$ cat src/pps_pkg.sv
// ----------------------------------------------------------------------------
// pps_pkg
// Shared types, constants and tables of the pmt pulse shape core.
// ----------------------------------------------------------------------------
package pps_pkg;

  // default parameter values
  localparam int TIME_BITS_DEF = 20;
  localparam int AMP_BITS_DEF  = 16;

  // register field widths
  localparam int RATE_W   = 24;
  localparam int FRAC_W   = 17;
  localparam int CFG_IDX_W = 3;

  // fixed point formats of the exponential
  localparam int ARG_W = 29;               // clamped UQ.24 exponent argument
  localparam int Y_W   = 30;               // a/16 in Q30
  localparam int EXP_W = 31;               // UQ2.30, at most one
  localparam int MIX_W = 47;               // weighted sum, UQ.46

  localparam logic [ARG_W-1:0] ARG_LIMIT = ARG_W'(29'd16 << 24);
  localparam logic [26:0] GAUSS_U_LIMIT = 27'd6 << 24;
  localparam logic [EXP_W-1:0] Q30_ONE  = EXP_W'(31'd1 << 30);
  localparam logic [FRAC_W-1:0] FRAC_ONE = 17'd65536;

  // series length and reciprocals floor(2^31 / n) for n = 1 .. 12
  localparam int SERIES_TERMS = 12;
  localparam logic [31:0] RECIP_TAB [13] = '{
    32'd0,         32'd2147483648, 32'd1073741824, 32'd715827882,
    32'd536870912, 32'd429496729,  32'd357913941,  32'd306783378,
    32'd268435456, 32'd238609294,  32'd214748364,  32'd195225786,
    32'd178956970
  };

  // pipeline depths
  localparam int FRONT_LAT = 3;
  localparam int EXP_LAT   = 2 * SERIES_TERMS + 4;
  localparam int BACK_LAT  = 3;
  localparam int PIPE_LAT  = FRONT_LAT + EXP_LAT + BACK_LAT;

  // register reset values
  localparam int RST_AMP        = 4096;
  localparam int RST_RISE_LEN   = 80;
  localparam int RST_RISE_RATE  = 209715;
  localparam int RST_FALL_RATE  = 34953;
  localparam int RST_SLOW_RATE  = 1049;

  // configuration register indexes
  typedef enum logic [CFG_IDX_W-1:0] {
    REG_SHAPE_MODE    = 3'd0,
    REG_AMPLITUDE     = 3'd1,
    REG_DELAY         = 3'd2,
    REG_RISE_LENGTH   = 3'd3,
    REG_RISE_RATE     = 3'd4,
    REG_FALL_RATE     = 3'd5,
    REG_SLOW_RATE     = 3'd6,
    REG_SLOW_FRACTION = 3'd7
  } cfg_reg_e;

  // which part of the pulse a sample falls into
  typedef enum logic [1:0] {
    KIND_RISE,
    KIND_FALL,
    KIND_GAUSS
  } kind_e;

  typedef struct packed {
    kind_e kind;
    logic  blank;   // before the pulse start in scintillation mode
  } side_t;

endpackage

$ cat src/pps_front.sv
// ----------------------------------------------------------------------------
// pps_front
// Time differences, region select and exponent arguments (three stages).
// ----------------------------------------------------------------------------
module pps_front #(
  parameter int TW = pps_pkg::TIME_BITS_DEF
) (
  input  logic                          clk_i,
  input  logic                          rst_ni,
  input  logic                          en_i,
  input  logic                          vld_i,
  input  logic [TW-1:0]                 sample_time_i,
  input  logic                          mode_i,
  input  logic [TW-1:0]                 delay_i,
  input  logic [TW-1:0]                 rise_len_i,
  input  logic [pps_pkg::RATE_W-1:0]    rise_rate_i,
  input  logic [pps_pkg::RATE_W-1:0]    fall_rate_i,
  input  logic [pps_pkg::RATE_W-1:0]    slow_rate_i,
  output logic                          vld_o,
  output pps_pkg::side_t                side_o,
  output logic [pps_pkg::ARG_W-1:0]     arg0_o,
  output logic [pps_pkg::ARG_W-1:0]     arg1_o
);

  localparam int MW = TW + pps_pkg::RATE_W;

  logic                    ge;
  logic [TW-1:0]           dt_abs;
  logic [TW+2:0]           sw;
  logic                    rise_part;
  logic [TW-1:0]           d2;
  pps_pkg::side_t          side1_d;
  logic [TW-1:0]           td1_d;
  logic [pps_pkg::RATE_W-1:0] rate0;
  logic [53:0]             uu;
  logic [pps_pkg::ARG_W-1:0] arg0_d, arg1_d;

  logic                    vld1_q, vld2_q, vld3_q;
  pps_pkg::side_t          side1_q, side2_q, side3_q;
  logic [TW-1:0]           td1_q;
  logic [MW-1:0]           m0_q, m1_q;
  logic [pps_pkg::ARG_W-1:0] arg0_q, arg1_q;

  // stage 1: distance to the delay and the switch point
  always_comb begin
    ge        = sample_time_i >= delay_i;
    dt_abs    = ge ? (sample_time_i - delay_i) : (delay_i - sample_time_i);
    sw        = {1'b0, rise_len_i, 2'b00} + (TW+3)'(rise_len_i);
    rise_part = (TW+3)'(dt_abs) <= sw;
    d2        = dt_abs - sw[TW-1:0];
    if (mode_i) begin
      side1_d.kind = pps_pkg::KIND_GAUSS;
    end else if (rise_part) begin
      side1_d.kind = pps_pkg::KIND_RISE;
    end else begin
      side1_d.kind = pps_pkg::KIND_FALL;
    end
    side1_d.blank = !mode_i && !ge;
    td1_d = (side1_d.kind == pps_pkg::KIND_FALL) ? d2 : dt_abs;
  end

  // stage 2 rate select
  assign rate0 = (side1_q.kind == pps_pkg::KIND_FALL) ? fall_rate_i : rise_rate_i;

  // stage 3: gaussian square and argument clamp
  always_comb begin
    uu = 54'(m0_q[26:0]) * 54'(m0_q[26:0]);
    if (side2_q.kind == pps_pkg::KIND_GAUSS) begin
      arg0_d = (m0_q < MW'(pps_pkg::GAUSS_U_LIMIT)) ? uu[53:25] : pps_pkg::ARG_LIMIT;
    end else begin
      arg0_d = (m0_q >= MW'(pps_pkg::ARG_LIMIT)) ? pps_pkg::ARG_LIMIT
                                                  : m0_q[pps_pkg::ARG_W-1:0];
    end
    arg1_d = (m1_q >= MW'(pps_pkg::ARG_LIMIT)) ? pps_pkg::ARG_LIMIT
                                                : m1_q[pps_pkg::ARG_W-1:0];
  end

  // valid bits
  always_ff @(posedge clk_i or negedge rst_ni) begin
    if (!rst_ni) begin
      vld1_q <= 1'b0;
      vld2_q <= 1'b0;
      vld3_q <= 1'b0;
    end else if (en_i) begin
      vld1_q <= vld_i;
      vld2_q <= vld1_q;
      vld3_q <= vld2_q;
    end
  end

  // payload stages
  always_ff @(posedge clk_i) begin
    if (en_i) begin
      side1_q <= side1_d;
      td1_q   <= td1_d;
      side2_q <= side1_q;
      m0_q    <= MW'(td1_q) * MW'(rate0);
      m1_q    <= MW'(td1_q) * MW'(slow_rate_i);
      side3_q <= side2_q;
      arg0_q  <= arg0_d;
      arg1_q  <= arg1_d;
    end
  end

  assign vld_o  = vld3_q;
  assign side_o = side3_q;
  assign arg0_o = arg0_q;
  assign arg1_o = arg1_q;

endmodule

$ cat config.mk
export PLATFORM = sky130hd
export DESIGN_NAME = pps_front
export DESIGN_NICKNAME = d
export VERILOG_FILES = /design/src/pps_pkg.sv /design/src/pps_front.sv
export SDC_FILE = /design/constraint.sdc
export NUM_CORES = 2
export LEC_CHECK = 0
export CORE_ASPECT_RATIO = 1.1
export CORE_MARGIN = 5
export CORE_UTILIZATION = 45
export CTS_CLUSTER_SIZE = 16
export DETAILED_ROUTE_END_ITERATION = 12
export DONT_BUFFER_PORTS = 1
export GPL_TIMING_DRIVEN = 0
export PLACE_DENSITY_LB_ADDON = 0.15
export REMOVE_ABC_BUFFERS = 1
export SYNTH_ARGS = -nofsm -noshare
export SYNTH_HDL_FRONTEND = slang
export SYNTH_SLANG_ARGS = --single-unit
$ cat constraint.sdc
create_clock -name clk_i -period 13.35 [get_ports clk_i]
set_clock_uncertainty 0.2 [all_clocks]
set_input_delay 1.335 -clock clk_i [delete_from_list [all_inputs] [get_ports clk_i]]
set_output_delay 1.335 -clock clk_i [all_outputs]
set_load 0.01 [all_outputs]
==> metrics.csv <==
stage,metric,value,unit
timing,hold_violations,0,
critical_path,rrSetupSlack,3.31,ns
drt,vias,42181,
finish,seq_area,5330,um^2
timing,maxSlewHeadroom,2.83,%
place,preCtsSetupSlack,3.34,ns
finish,final_nets,8420,
synth,syn_area_per_cell,9.27,um^2
flow_run,max-cap-violations,0,
critical_path,crit_type,register to register,
drt,first_pass_iters,5,
clock_network,clkSinkCount,178,
timing,fin_crit_sh,75.2,%
floorplan,dieWidth,361,um
synth,synth.area.mux_share,1.08,%
synth,synth-edff-count,175,
synth,yosys.area_share.simple,13.6,%
floorplan,start_util,45.3,%
timing,period_needed,10.04,ns
critical_path,startpoint_type,register,
timing,fin_setup_tns,0,ns
drt,dr_wl_met3,5700,um
drt,wl_per_cell,18.9,um
grt,grt_util_all_layers,22.5,%
timing,layout_setup_ws,3.31,ns
clock_network,numCtsBuffers,17,
drt,drt_wl_total,154000,um
floorplan,die-area,143000,um^2
drt,dr.max_layer_used,met4,
grt,grt_antenna_before_repair,1,
grt,grt_max_degree,179,
synth,synth_top_family_by_area,adder cells,
clock_network,clockBufferDepth,2,
synth,synth-compound-area-share,6.05,%
clock_network,cts_htree_levels,4,
timing,slew_violations,0,
critical_path,r2r-end,arg0_o[27],
floorplan,die_height,396,um
clock_network,cts_tree,done,
finish,area_growth,5.22,%
synth,synth-xor-area-share,2.42,%
drt,drt_iter0_drc,1781,
clock_network,post_cts_resized,0,
synth,seq_area_frac_synth,8.75,%
clock_network,cts_root_buffer,clkbuf_16,
outcome,status,"finished, final reports clean",
drt,via_per_inst,5.17,
synth,synthArstFlopShare,1.69,%
hold_path,hold_class,register to register,
grt,grt_pass1_wl,255000,um
timing,setup_viol,0,
place,place.gp.congestion,0.859,
hold_path,holdCritStartpoint,side2_q[0],
drt,route.met2.wl,81000,um
synth,synth.ff_latch_count,178,
finish,layoutNonFillerInstCount,8160,
critical_path,worstPathMaxFanout,22,
clock_network,clock_latency,0.54,ns
drt,drc,0,
place,hpwl,125000,um
clock_network,hold_buffers,0,
clock_network,cts.clk_slew.worst_paths,0.09,ns
critical_path,crit_required,13.37,ns
synth,yosys_warnings,0,
synth,synthAdderAreaFrac,56.0,%
critical_path,r2r_cells,24,
synth,syn_area,60900,um^2
synth,synthCells,6572,
finish,multi_input_area,48300,um^2
critical_path,r2r-start,m0_q[5],
synth,ys.flop_type,edfxtp_1,
place,place_inst,8126,
finish,fillCellCount,12968,
grt,grt_pass1_vias,47086,
grt,grt_remaining_overflow,0,
finish,drive_gt1_share,2.61,%
hold_path,min_path_cells,0,
clock_network,cts_setup_buffers,0,
synth,synth.distinct_cells,86,
place,placement.io_buffers,0,
floorplan,rows,141,
drt,drt-met1-wl,64000,um
floorplan,core,134000,um^2
critical_path,arrival,10.06,ns
timing,tightest_slew,1.46,ns
timing,rsz0062_at_grt,no,
finish,fin_util,47.7,%
hold_path,holdPathEnd,side_o[0],
floorplan,ioPinCount,199,
drt,ant_nets,0,
timing,fmax,99.6,MHz
critical_path,cp-end-kind,register,
final cells by class:
class / count / share of cell area [%]
clock inverter: 13 / 0.201
clock buffer: 18 / 0.669
multi-input combinational: 4454 / 75.3
timing repair buffer: 60 / 2.38
antenna: 2 / 0.00781
sequential: 178 / 8.31
tap: 1787 / 3.49
inverter: 1648 / 9.65
per-stage QoR:
step           area, um^2  hold WS [ns]
2_1_floorplan       59800         0.200
3_5_place_dp        63500         0.206
4_1_cts             64100         0.230
5_1_grt             64100         0.244
3_3_place_gp        62000         0.201
6_report            64100         0.228
flip-flops by register name (all words and copies together) (netlist names):
name / flops
m0_q: 44
td1_q: 20
side_o: 3
vld2_q: 1
side2_q: 3
vld_o: 1
vld1_q: 1
arg0_o: 29
m1_q: 44
side1_q: 3
arg1_o: 29
cell usage after synthesis, types with 18 or more instances:
cell type	instances	area share (%)
and2_1	538	5.5
nand2_1	880	5.4
ha_1	585	12
edfxtp_1	175	8.6
fa_1	1339	44
nor2b_1	25	0.26
nand3_1	33	0.27
xnor2_1	105	1.5
a211oi_1	25	0.31
mux2_2	37	0.68
and3_1	18	0.18
o21bai_1	35	0.43
nor3_1	22	0.18
a21oi_1	181	1.5
o21ai_0	97	0.80
xor2_1	63	0.91
inv_1	1646	10
clkbuf_1	280	1.7
a21o_1	83	1.0
nor2_1	139	0.86
worst max-delay path by stage:
stage	from	to	cells after the start
finish	m0_q[5]	arg0_o[27]	24
floorplan	rise_rate_i[10]	m0_q[43]	26
global route	m0_q[5]	arg0_o[27]	24
detailed placement	m0_q[5]	arg0_o[27]	24
global placement	side1_q[1]	m0_q[43]	26
CTS	m0_q[5]	arg0_o[27]	24
cell usage in the layout (no fill, tap or decap), drive strengths merged, types with 5 or more instances in the layout:
master,Yosys,layout
nand4,17,17
nor4,14,14
inv,1646,1650
or3,5,5
nand2,880,880
buf,9,60
nor2b,25,25
a31oi,14,14
clkinv,2,7
a22o,6,6
ha,585,585
a2111oi,6,6
nand3,33,33
clkbuf,283,18
a211oi,27,27
mux2,40,40
nor3,22,22
a21oi,182,182
nor2,141,141
o21a,16,16
and3,19,19
o2111ai,5,5
and2,539,539
a211o,5,5
a21o,84,84
o211ai,12,12
nand2b,17,17
a21boi,7,7
a221oi,8,8
xnor2,105,105
mux2i,19,19
fa,1339,1339
or2,11,11
o31a,5,5
o21bai,36,36
xor2,63,63
o31ai,8,8
edfxtp,175,175
o21ai,100,100
critical path: stages (launching register included):
cell	delay, ns
edfxtp_1	1.23
clkinv_1	0.91
nor2_1	0.47
fa_1	0.50
fa_1	0.55
inv_1	0.05
fa_1	0.45
fa_1	0.52
fa_1	0.56
inv_1	0.05
fa_1	0.47
inv_1	0.05
fa_1	0.47
inv_1	0.04
ha_1	0.32
a21oi_1	0.21
o21ai_0	0.13
a311oi_1	0.49
o221ai_1	0.23
o21ai_0	0.42
o21ai_1	0.36
a31oi_1	0.54
o21ai_0	0.22
xnor2_1	0.16
o21ai_0	0.12
routing by layer:
layer  vias up  GRT usage [%]
met5         -              0
met2       840           41.2
met3       222           2.38
li1      19192              -
met4         0           5.41
met1     21927           28.5
logic make-up (layout without fill, tap and decap cells):
group | after synthesis | count (layout)
muxes | 59 | 59
AOI/OAI and AO/OA | 563 | 563
buffers and inverters | 1940 | 1739
other | 0 | 2
xor gates and xnor gates | 168 | 168
and+or+nand+nor | 1740 | 1740
DFF | 178 | 178
adders and majority gates | 1924 | 1924
Power is not shown: default switching activity piles up to over one toggle a cycle in this logic, so the estimate is an artifact.
